`src/rtl/core/coap_option_encoder_top_assert.svh`:
```
// Assertion macros shared by the option encoder queue and back end.
`ifndef COAP_OPTION_ENCODER_TOP_ASSERT_SVH
`define COAP_OPTION_ENCODER_TOP_ASSERT_SVH
`ifndef SYNTHESIS
`define CAE_ASSERT(lbl, clk, rst_n, prop, msg) \
    lbl: assert property (@(posedge clk) disable iff (!rst_n) prop) else $error(msg);
`define CAE_ASSERT_NEXT(lbl, clk, rst_n, cond, prop, msg) \
    lbl: assert property (@(posedge clk) disable iff (!rst_n) (cond) |=> (prop)) \
        else $error(msg);
`else
`define CAE_ASSERT(lbl, clk, rst_n, prop, msg)
`define CAE_ASSERT_NEXT(lbl, clk, rst_n, cond, prop, msg)
`endif
`endif

```
`src/rtl/core/coap_enc_pkg.sv`:
```
// Types, constants and field encoder for the option encoder.
`timescale 1ns / 1ps
`default_nettype none
package coap_enc_pkg;

    localparam logic       REQ_OPTION   = 1'b0;
    localparam logic       REQ_VALUE    = 1'b1;
    localparam logic [15:0] EXT1_BASE   = 16'd13;
    localparam logic [15:0] EXT2_BASE   = 16'd269;
    localparam logic [3:0] NIB_EXT1     = 4'd13;
    localparam logic [3:0] NIB_EXT2     = 4'd14;
    localparam int         MAX_BYTES    = 5;
    localparam int         CNT_W        = 3;

    typedef struct packed {
        logic [3:0] nib;
        logic [1:0] n_ext;
        logic [7:0] ext0;
        logic [7:0] ext1;
    } field_enc_t;

    // One serialized item: up to five bytes, byte 0 sent first.
    typedef struct packed {
        logic [MAX_BYTES-1:0][7:0] bytes;
        logic [CNT_W-1:0]          count;
    } entry_t;

    function automatic field_enc_t enc_field(input logic [15:0] v);
        field_enc_t r;
        logic [15:0] e;
        begin
            r = '0;
            e = v - EXT2_BASE;
            if (v >= EXT2_BASE)
            begin
                r.nib   = NIB_EXT2;
                r.n_ext = 2'd2;
                r.ext0  = e[15:8];
                r.ext1  = e[7:0];
            end
            else if (v >= EXT1_BASE)
            begin
                r.nib   = NIB_EXT1;
                r.n_ext = 2'd1;
                r.ext0  = 8'(v - EXT1_BASE);
            end
            else
            begin
                r.nib = v[3:0];
            end
            return r;
        end
    endfunction

endpackage
`default_nettype wire

```
`src/rtl/core/coap_enc_front.sv`:
```
// Front end: accepts words, forms the delta and packs the encoded bytes.
`timescale 1ns / 1ps
`default_nettype none
module coap_enc_front
    import coap_enc_pkg::*;
(
    input  wire logic        clk,
    input  wire logic        rst_n,
    input  wire logic        accept,
    input  wire logic        req_type,
    input  wire logic        first_option,
    input  wire logic [15:0] option_number,
    input  wire logic [15:0] value_length,
    input  wire logic [7:0]  value_byte,
    output entry_t           entry
);

    logic [15:0] prev_number_reg;
    logic [15:0] prev_number_next;
    logic [15:0] delta;
    field_enc_t  denc;
    field_enc_t  lenc;
    logic [7:0]  hdr;

    always_comb
    begin
        delta = first_option ? option_number : (option_number - prev_number_reg);
        denc  = enc_field(delta);
        lenc  = enc_field(value_length);
        hdr   = {denc.nib, lenc.nib};
        entry = '0;
        if (req_type == REQ_VALUE)
        begin
            entry.bytes[0] = value_byte;
            entry.count    = CNT_W'(1);
        end
        else
        begin
            entry.bytes[0] = hdr;
            // Length extension bytes follow whatever the delta extension used.
            unique case (denc.n_ext)
                2'd0:
                begin
                    entry.bytes[1] = lenc.ext0;
                    entry.bytes[2] = lenc.ext1;
                end
                2'd1:
                begin
                    entry.bytes[1] = denc.ext0;
                    entry.bytes[2] = lenc.ext0;
                    entry.bytes[3] = lenc.ext1;
                end
                default:
                begin
                    entry.bytes[1] = denc.ext0;
                    entry.bytes[2] = denc.ext1;
                    entry.bytes[3] = lenc.ext0;
                    entry.bytes[4] = lenc.ext1;
                end
            endcase
            entry.count = CNT_W'(1) + CNT_W'(denc.n_ext) + CNT_W'(lenc.n_ext);
        end
    end

    always_comb
    begin
        prev_number_next = prev_number_reg;
        if (accept && req_type == REQ_OPTION)
        begin
            prev_number_next = option_number;
        end
    end

    always_ff @(posedge clk or negedge rst_n)
    begin
        if (!rst_n)
        begin
            prev_number_reg <= '0;
        end
        else
        begin
            prev_number_reg <= prev_number_next;
        end
    end

endmodule
`default_nettype wire

```
`src/rtl/core/coap_enc_fifo.sv`:
```
// Short queue of packed entries between the front and back ends.
`timescale 1ns / 1ps
`default_nettype none
`include "coap_option_encoder_top_assert.svh"
module coap_enc_fifo
    import coap_enc_pkg::*;
#(
    parameter int DEPTH = 2
)
(
    input  wire logic   clk,
    input  wire logic   rst_n,
    input  wire logic   push,
    input  wire entry_t push_data,
    output logic        full,
    input  wire logic   pop,
    output logic        not_empty,
    output entry_t      pop_data
);

    localparam int AW = (DEPTH > 1) ? $clog2(DEPTH) : 1;
    localparam int CW = $clog2(DEPTH + 1);
    localparam logic [AW-1:0] LAST_PTR = AW'(DEPTH - 1);
    localparam logic [CW-1:0] FULL_CNT = CW'(DEPTH);

    entry_t          mem_reg [DEPTH];
    logic [AW-1:0]   wr_ptr_reg;
    logic [AW-1:0]   wr_ptr_next;
    logic [AW-1:0]   rd_ptr_reg;
    logic [AW-1:0]   rd_ptr_next;
    logic [CW-1:0]   count_reg;
    logic [CW-1:0]   count_next;

    assign full      = (count_reg == FULL_CNT);
    assign not_empty = (count_reg != '0);
    assign pop_data  = mem_reg[rd_ptr_reg];

    always_comb
    begin
        wr_ptr_next = wr_ptr_reg;
        rd_ptr_next = rd_ptr_reg;
        count_next  = count_reg;
        if (push)
        begin
            wr_ptr_next = (wr_ptr_reg == LAST_PTR) ? '0 : wr_ptr_reg + AW'(1);
        end
        if (pop)
        begin
            rd_ptr_next = (rd_ptr_reg == LAST_PTR) ? '0 : rd_ptr_reg + AW'(1);
        end
        if (push && !pop)
        begin
            count_next = count_reg + CW'(1);
        end
        else if (pop && !push)
        begin
            count_next = count_reg - CW'(1);
        end
    end

    always_ff @(posedge clk or negedge rst_n)
    begin
        if (!rst_n)
        begin
            wr_ptr_reg <= '0;
            rd_ptr_reg <= '0;
            count_reg  <= '0;
        end
        else
        begin
            wr_ptr_reg <= wr_ptr_next;
            rd_ptr_reg <= rd_ptr_next;
            count_reg  <= count_next;
        end
    end

    always_ff @(posedge clk)
    begin
        if (push)
        begin
            mem_reg[wr_ptr_reg] <= push_data;
        end
    end

    `CAE_ASSERT(a_count_bound, clk, rst_n, count_reg <= FULL_CNT, "queue count overflow")
    `CAE_ASSERT(a_pop_nonempty, clk, rst_n, pop |-> not_empty, "pop from empty queue")
    `CAE_ASSERT(a_push_room, clk, rst_n, push |-> !full, "push into full queue")
    `CAE_ASSERT_NEXT(a_count_up, clk, rst_n, push && !pop,
        count_reg == CW'($past(count_reg) + CW'(1)), "queue count did not advance")

endmodule
`default_nettype wire

```
`src/rtl/core/coap_enc_back.sv`:
```
// Back end: sends the bytes of an entry one per cycle unless stalled and marks the last one.
`timescale 1ns / 1ps
`default_nettype none
`include "coap_option_encoder_top_assert.svh"
module coap_enc_back
    import coap_enc_pkg::*;
(
    input  wire logic        clk,
    input  wire logic        rst_n,
    input  wire logic        q_valid,
    input  wire entry_t      q_data,
    output logic             q_pop,
    output logic             rsp_valid,
    input  wire logic        rsp_stall,
    output logic [7:0]       out_byte,
    output logic             last_byte
);

    entry_t           cur_reg;
    entry_t           cur_next;
    logic             busy_reg;
    logic             busy_next;
    logic [CNT_W-1:0] idx_reg;
    logic [CNT_W-1:0] idx_next;
    logic             sent;
    logic             take;

    assign rsp_valid = busy_reg;
    assign last_byte = (idx_reg == cur_reg.count - CNT_W'(1));
    assign sent      = busy_reg && !rsp_stall;
    // A new entry loads when idle or as the final byte of the current one leaves.
    assign take      = !busy_reg || (sent && last_byte);
    assign q_pop     = take && q_valid;

    always_comb
    begin
        unique case (idx_reg)
            3'd0:    out_byte = cur_reg.bytes[0];
            3'd1:    out_byte = cur_reg.bytes[1];
            3'd2:    out_byte = cur_reg.bytes[2];
            3'd3:    out_byte = cur_reg.bytes[3];
            default: out_byte = cur_reg.bytes[4];
        endcase
    end

    always_comb
    begin
        cur_next  = cur_reg;
        busy_next = busy_reg;
        idx_next  = idx_reg;
        if (take)
        begin
            busy_next = q_valid;
            idx_next  = '0;
            if (q_valid)
            begin
                cur_next = q_data;
            end
        end
        else if (sent)
        begin
            idx_next = idx_reg + CNT_W'(1);
        end
    end

    always_ff @(posedge clk or negedge rst_n)
    begin
        if (!rst_n)
        begin
            busy_reg <= 1'b0;
            idx_reg  <= '0;
        end
        else
        begin
            busy_reg <= busy_next;
            idx_reg  <= idx_next;
        end
    end

    always_ff @(posedge clk)
    begin
        cur_reg <= cur_next;
    end

    `CAE_ASSERT(a_count_range, clk, rst_n,
        busy_reg |-> (cur_reg.count != '0 && cur_reg.count <= CNT_W'(MAX_BYTES)),
        "entry byte count out of range")
    `CAE_ASSERT(a_idx_range, clk, rst_n, busy_reg |-> idx_reg < cur_reg.count,
        "byte index past entry end")
    `CAE_ASSERT_NEXT(a_stall_hold, clk, rst_n, busy_reg && rsp_stall,
        busy_reg && idx_reg == $past(idx_reg), "byte index moved while stalled")

endmodule
`default_nettype wire

```
`src/rtl/core/coap_option_encoder_top.sv`:
```
// Top level of the option delta and length encoder.
//
//  Channel | Handshake           | Words
//  request | req_valid/req_stall | req_type, first_option, option_number, value_length,
//          |                     | value_byte
//  result  | rsp_valid/rsp_stall | out_byte, last_byte
//
// The front end encodes an item in the cycle it is accepted and writes it to the queue.
// The back end sends one byte per cycle while rsp_stall is low; an option start is one
// to five bytes and a value byte one byte, and the serializer's byte counter steps them.
// Requests stall only while the queue is full; result stalls hold the current byte.
// Reset clears the previous option number, the queue and the serializer.
`timescale 1ns / 1ps
`default_nettype none
module coap_option_encoder_top
    import coap_enc_pkg::*;
#(
    parameter int QUEUE_DEPTH = 2
)
(
    input  wire logic        clk,
    input  wire logic        rst_n,
    input  wire logic        req_valid,
    output logic             req_stall,
    input  wire logic        req_type,
    input  wire logic        first_option,
    input  wire logic [15:0] option_number,
    input  wire logic [15:0] value_length,
    input  wire logic [7:0]  value_byte,
    output logic             rsp_valid,
    input  wire logic        rsp_stall,
    output logic [7:0]       out_byte,
    output logic             last_byte
);

    entry_t enc_entry;
    entry_t q_data;
    logic   q_full;
    logic   q_valid;
    logic   q_pop;
    logic   accept;

    assign req_stall = q_full;
    assign accept    = req_valid && !q_full;

    coap_enc_front u_front (
        .clk           (clk),
        .rst_n         (rst_n),
        .accept        (accept),
        .req_type      (req_type),
        .first_option  (first_option),
        .option_number (option_number),
        .value_length  (value_length),
        .value_byte    (value_byte),
        .entry         (enc_entry)
    );

    coap_enc_fifo #(
        .DEPTH (QUEUE_DEPTH)
    ) u_fifo (
        .clk       (clk),
        .rst_n     (rst_n),
        .push      (accept),
        .push_data (enc_entry),
        .full      (q_full),
        .pop       (q_pop),
        .not_empty (q_valid),
        .pop_data  (q_data)
    );

    coap_enc_back u_back (
        .clk       (clk),
        .rst_n     (rst_n),
        .q_valid   (q_valid),
        .q_data    (q_data),
        .q_pop     (q_pop),
        .rsp_valid (rsp_valid),
        .rsp_stall (rsp_stall),
        .out_byte  (out_byte),
        .last_byte (last_byte)
    );

endmodule
`default_nettype wire
```
`config.mk`:
```
export PLATFORM = sky130hd
export DESIGN_NAME = coap_option_encoder_top
export DESIGN_NICKNAME = d
export VERILOG_FILES = /design/src/rtl/core/coap_enc_pkg.sv /design/src/rtl/core/coap_enc_front.sv /design/src/rtl/core/coap_enc_fifo.sv /design/src/rtl/core/coap_enc_back.sv /design/src/rtl/core/coap_option_encoder_top.sv
export VERILOG_INCLUDE_DIRS = /design/src /design/src/rtl/core
export SDC_FILE = /design/constraint.sdc
export NUM_CORES = 1
export LEC_CHECK = 0
export BUFFER_PORTS_ARGS = -buffer_cell sky130_fd_sc_hd__buf_2
export CAP_MARGIN = 5
export CORE_AREA = 3 3 165 119
export CTS_CLUSTER_SIZE = 30
export DETAILED_ROUTE_END_ITERATION = 10
export DIE_AREA = 0 0 168 122
export GPL_ROUTABILITY_DRIVEN = 1
export GPL_TIMING_DRIVEN = 0
export PLACE_DENSITY = 0.76
export SLEW_MARGIN = 20
export SYNTH_ARGS = -nofsm -noshare
export SYNTH_HDL_FRONTEND = slang
export SYNTH_SLANG_ARGS = --single-unit
```
`constraint.sdc`:
```
create_clock -name clk -period 6.05 [get_ports clk]
set_clock_uncertainty 0.05 [all_clocks]
set_input_delay 0.9075 -clock clk [delete_from_list [all_inputs] [get_ports clk]]
set_output_delay 0.9075 -clock clk [all_outputs]
set_load 0.01 [all_outputs]
```
# Word level (Yosys, flattened, before mapping)
# Memory sizes are Yosys's and may differ from the RTL's. A register that Yosys moved wholly into a read port is not among the register bits.
# Index checks and enable logic that the tools add are counted.
[op_classes]
n_reduce_logical = 20
n_addsub = 13
eq_ne = 6
n_bitwise = 1
n_lt_le_gt_ge = 4
n_mux = 23
[ops]
columns = ["cell", "n"]
rows = [
  ["greater-or-equal comparator 16 x 4 -> 1 bit (second input constant)", 2],
  ["greater-or-equal comparator 16 x 9 -> 1 bit (second input constant)", 2],
  ["2-to-1 mux 32 bit", 1],
  ["one-hot mux 16 bit (2 select lines)", 1],
  ["one-hot mux 8 bit (4 select lines)", 1],
  ["subtractor 16 x 9 -> 16 bit (second input constant)", 2],
  ["2-to-1 mux 14 bit", 2],
  ["2-to-1 mux 8 bit", 3],
  ["2-to-1 mux 9 bit", 2],
  ["2-to-1 mux 16 bit", 1],
  ["one-hot mux 8 bit (2 select lines)", 1],
  ["subtractor 16 bit", 1],
  ["subtractor 8 x 4 -> 8 bit (second input constant)", 2],
  ["2-to-1 mux 11 bit", 1],
  ["2-to-1 mux 4 bit", 2],
  ["logical AND 1 bit", 7],
  ["== test 3 x 2 -> 1 bit (second input constant)", 2],
  ["2-to-1 mux 3 bit", 2],
  ["nonzero test 2 bit", 3],
  ["zero test 1 bit", 5],
  ["2-to-1 mux 1 bit", 4],
  ["2-to-1 mux 2 bit", 2],
  ["adder 1 x 2 -> 3 bit (first input constant)", 1],
  ["adder 3 x 1 -> 3 bit (second input constant)", 1],
  ["other kinds (15)", 16],
]
[totals]
output_inout_bits = 11
ramBits = 86
mem_count = 1
wordCells = 74
regBits = 24
in_bits = 46
[mem_list]
columns = ["memory", "depth", "width", "read_ports", "rd_clocked_by_memory_dff", "wr", "line_no", "text"]
rows = [
  ["u_fifo.mem_reg", 2, 43, 1, 1, 1, "coap_enc_fifo.sv:26", "entry_t mem_reg [DEPTH];"],
]

# Longest topological paths before layout
[logic_depth]
ltp_word = 9
mapped_depth = 17
depth_no_buf = 16

# Hierarchy
# A second synthesis with hierarchy kept.
[unflattened]
hier_cells = 757
hier_area_um2 = 8871.0
[modules_own_cells]
columns = ["module", "cells_per_inst", "instances", "area_each_um2", "seq_area_each_um2"]
rows = [
  ["coap_enc_fifo", 150, 1, 3493.4, 2682.6],
  ["coap_enc_front", 482, 1, 3413.3, 400.4],
  ["coap_enc_back", 124, 1, 1950.6, 1391.3],
  ["coap_option_encoder_top", 1, 1, 13.8, 0.0],
]

# Worst setup path after synthesis
# Ideal clock, no wire load.
[synth_path]
path_kind = "input to register"
start = "input port option_number[0]"
end = "memory u_fifo.mem_reg[0][1] (netlist bit), data pin"
path_buffers = 1
t_required_ns = 5.730
t_arrival_ns = 4.190
stages = 16
path_slack_ns = 1.540
setup_time_ns = 0.270
cell_sequence = "inv_1 ha_1 inv_1 fa_1 mux2i_1 ha_1 or4_1 or3_1 o311a_1 nand4_2 o21a_1 nand3_2 buf_6 ha_1 fa_1 nor2_1"
[synth_lines]
columns = ["element", "line_no", "text"]
rows = [
  ["start: declaration", "coap_option_encoder_top.sv:27", "input wire logic [15:0] option_number,"],
  ["end: declaration", "coap_enc_fifo.sv:26", ""],
]

==> flow_summary.json <==
{
  "endpoint_kind": "flop",
  "syn-num-nets": 865,
  "r2r_end": "u_fifo.mem_reg[0][1]",
  "nFillCells": 1537,
  "layout_common_cells": "129 x edfxtp_1, 62 x nor2_1, 61 x nand2_1, 61 x buf_2, 56 x a21oi_1",
  "synth_cells": 790,
  "htree_num_levels": 4,
  "cp_common_cell": "ha_1",
  "switching_share_pct": 39.1,
  "maxCapViolations": 0,
  "place.gp.congestion": 0.938,
  "tightest_slew_ns": 0.981,
  "ff_latch_area_um2": 4470,
  "dr_total_vias": 6639,
  "power_mw": 4.82,
  "syn_area_per_cell_um2": 11.0,
  "antenna_found_initial": 0,
  "clk_pin_slew_worst_paths_ns": 0.07,
  "synth-main-ff-cell": "edfxtp_1",
  "cts_made_buffers": 17,
  "dieArea_um2": 20500,
  "wl_per_cell_um": 19.9,
  "first_global_vias": 6245,
  "use_met3_pct": 5.81,
  "clkSinkCount": 153,
  "area_delta_synth_final_pct": 14.1,
  "cts_root_buf": "clkbuf_16",
  "min_period_over_period_pct": 77.2,
  "min_path_type": "in2async",
  "crit_type": "in2reg",
  "cellLeakagePower_nw": 3.63,
  "ys_seq_area_share_pct": 51.5,
  "grt_overflow": 0,
  "post_cts.repair.setup_buffers": 0,
  "routed_via_density": 5.95,
  "postCtsHoldBufs": 0,
  "drtIter0Drc": 727,
  "p_per_area_nw_per_um2": 486,
  "clockPowerShare_pct": 21.9,
  "period_minus_slack_ns": 4.67,
  "async_flop_share_pct": 15.7,
  "tns_ns": 0,
  "cts_resized": 0,
  "dp_hpwl_um": 16300,
  "drive_above_1_share_pct": 21.1,
  "synth_area_um2": 8680,
  "comb_power_share_pct": 43.8,
  "crit_slowest_cell": "or4_1",
  "multiInputGateArea_um2": 3880,
  "grt_setup_unrepaired": "false",
  "drc": 0,
  "critPathMaxStageDelay_ns": 0.50,
  "seq_power_share_pct": 34.3,
  "use_met2_pct": 32.7,
  "final-setup-viol-count": 0,
  "grt.busiest_layer": "met2",
  "synth-edff-count": 129,
  "drv_slew": 0,
  "ir_worst_vdd_v": 0.000296,
  "internal_power_mw": 2.93,
  "reg2reg_from": "u_front.prev_number_reg[0]",
  "cts_tree": "built",
  "die_h_um": 122,
  "critPathMaxFanout": 10,
  "regToRegSetupSlack_ns": 1.67,
  "dr.pass1.iters": 5,
  "drt_wl_total_um": 22200,
  "grt_pass1_wl_um": 34500,
  "synth.distinct_cells": 88,
  "clk_latency_ns": 0.44,
  "path_delay_family": "adder cells",
  "clock.fmax_ghz": 0.214,
  "fp.dieW_um": 168,
  "worst-path-buf-inv": 4,
  "run_status": "complete, no violations",
  "final_common_cell": "edfxtp_1",
  "grt_use_met1_pct": 32.2,
  "critical_path_required_ns": 6.22,
  "ys_seq_elements": 153,
  "ant_nets": 0,
  "crit_path_start_kind": "input port",
  "cts_buffer_depth": 2,
  "critical_path_arrival_ns": 4.84,
  "antenna_cells": 0,
  "switchingPower_mw": 1.88,
  "largest_reg_flops": 86,
  "port_buffers": 55,
  "crit_chain": "buf_2, inv_1, ha_1, inv_1, fa_1, mux2i_1, ha_1, or4_1, or3_1, o311a_1, nand4_2, o21a_1, nand3_2, buf_6, ha_1, fa_1, nor2_1",
  "grt.total_usage_pct": 21.9,
  "rows": 41,
  "reg2regPathDepth": 15,
  "nNetsFinal": 942,
  "initial_core_util_pct": 48.2,
  "io_pins": 57,
  "hold_viol": 0,
  "grt_max_degree": 31,
  "yosys_warnings": 0,
  "core_area_um2": 18000,
  "relSlewSlack_pct": 33.9
}
area by class of cell:
| cell class | count | area share (%) |
|---|---|---|
| Sequential cell | 153 | 45.2 |
| Multi-Input combinational cell | 560 | 39.2 |
| Clock buffer | 17 | 4.30 |
| Timing Repair Buffer | 58 | 3.39 |
| Tap cell | 236 | 2.98 |
| Buffer | 38 | 1.93 |
| Clock inverter | 15 | 1.58 |
| Inverter | 39 | 1.48 |
synth_stat cells, types with 3 or more instances:
master | n | area, um^2
nor2_1 | 63 | 236
nor3b_1 | 4 | 30.0
o21ai_1 | 3 | 15.0
xor2_1 | 15 | 131
o2111ai_1 | 4 | 35.0
a2111oi_2 | 3 | 45.0
o22ai_1 | 10 | 62.6
o21a_1 | 10 | 75.1
edfxtp_1 | 129 | 3870
buf_1 | 5 | 18.8
mux2_2 | 48 | 541
dfrtp_1 | 24 | 601
or3_1 | 8 | 50.1
a222oi_1 | 8 | 80.1
buf_2 | 6 | 30.0
o211ai_1 | 7 | 52.6
nand3_1 | 17 | 85.1
nand3b_1 | 4 | 30.0
a31oi_1 | 6 | 37.5
mux2i_1 | 6 | 60.1
o21ai_0 | 45 | 225
nor3_1 | 25 | 125
nand2_1 | 61 | 229
a21oi_1 | 56 | 280
buf_4 | 5 | 37.5
ha_1 | 27 | 338
and3_1 | 4 | 25.0
a211oi_1 | 4 | 30.0
buf_6 | 3 | 33.8
nor4_1 | 6 | 37.5
or2_2 | 6 | 37.5
o2111a_1 | 4 | 45.0
nand4_1 | 6 | 37.5
inv_1 | 38 | 143
nor2b_1 | 9 | 56.3
nand2b_1 | 4 | 25.0
and2_1 | 6 | 37.5
xnor2_1 | 19 | 166
clkbuf_1 | 19 | 71.3
a21o_1 | 5 | 37.5
power groups by stage:
stage	logic (mW)	clock network, mW	registers, mW
2_1_floorplan	1.47	0	1.65
3_3_place_gp	2.00	0	1.67
3_5_place_dp	2.07	0	1.67
4_1_cts	2.09	1.06	1.65
5_1_grt	2.32	1.10	1.68
6_report	2.11	1.05	1.65
through the flow:
step / instances / setup slack [ns] / utilization, % / hold slack, ns / area (um^2)
finish: 1116 / 1.38 / 55.0 / 0.412 / 9900
global route: 1116 / 1.22 / 55.0 / 0.450 / 9900
CTS: 1116 / 1.44 / 55.0 / 0.423 / 9900
detailed placement: 1084 / 0.999 / 51.8 / 0.419 / 9320
global placement: 1081 / 1.03 / 51.4 / 0.411 / 9250
floorplan: 790 / 1.54 / - / 0.403 / 8680
worst register-to-register path, delay by kind of cell, from the launching register on:
kind                       cells  cell delay [ns]
DFF                            1             0.36
and+or+nand+nor                5             1.37
muxes                          1             0.16
adders and majority gates      5             1.62
buffers and inverters          2             0.23
AOI/OAI and AO/OA              2             0.35
routing by layer:
layer	share of wire (%)	vias to the layer above
met1	45	3199
met2	44	302
met5	0	-
li1	-	3109
met3	9.9	29
met4	1.3	0
worst max-delay path by stage:
stage	to	start	cells after the start
6_report	u_fifo.mem_reg[0][1]	option_number[0]	17
5_1_grt	u_fifo.mem_reg[0][1]	option_number[0]	17
4_1_cts	u_fifo.mem_reg[0][1]	option_number[0]	17
3_5_place_dp	u_fifo.mem_reg[1][1]	option_number[0]	17
3_3_place_gp	u_fifo.mem_reg[1][1]	option_number[0]	17
2_1_floorplan	u_fifo.mem_reg[0][1]	option_number[0]	16
cells by family (layout without fill, tap and decap cells):
group                    after synthesis  after routing  share of synthesized area [%]
flip-flops                           153            153                           51.5
AO/OA/AOI/OAI                        194            194                           14.9
AND/OR/NAND/NOR                      248            248                           14.8
XOR/XNOR                              34             34                           3.43
buffers and inverters                 77            167                           3.89
adder cells (fa/ha/maj)               29             29                           4.35
multiplexers                          55             55                           7.07
No activity file was read; power rests on OpenSTA's default activity.
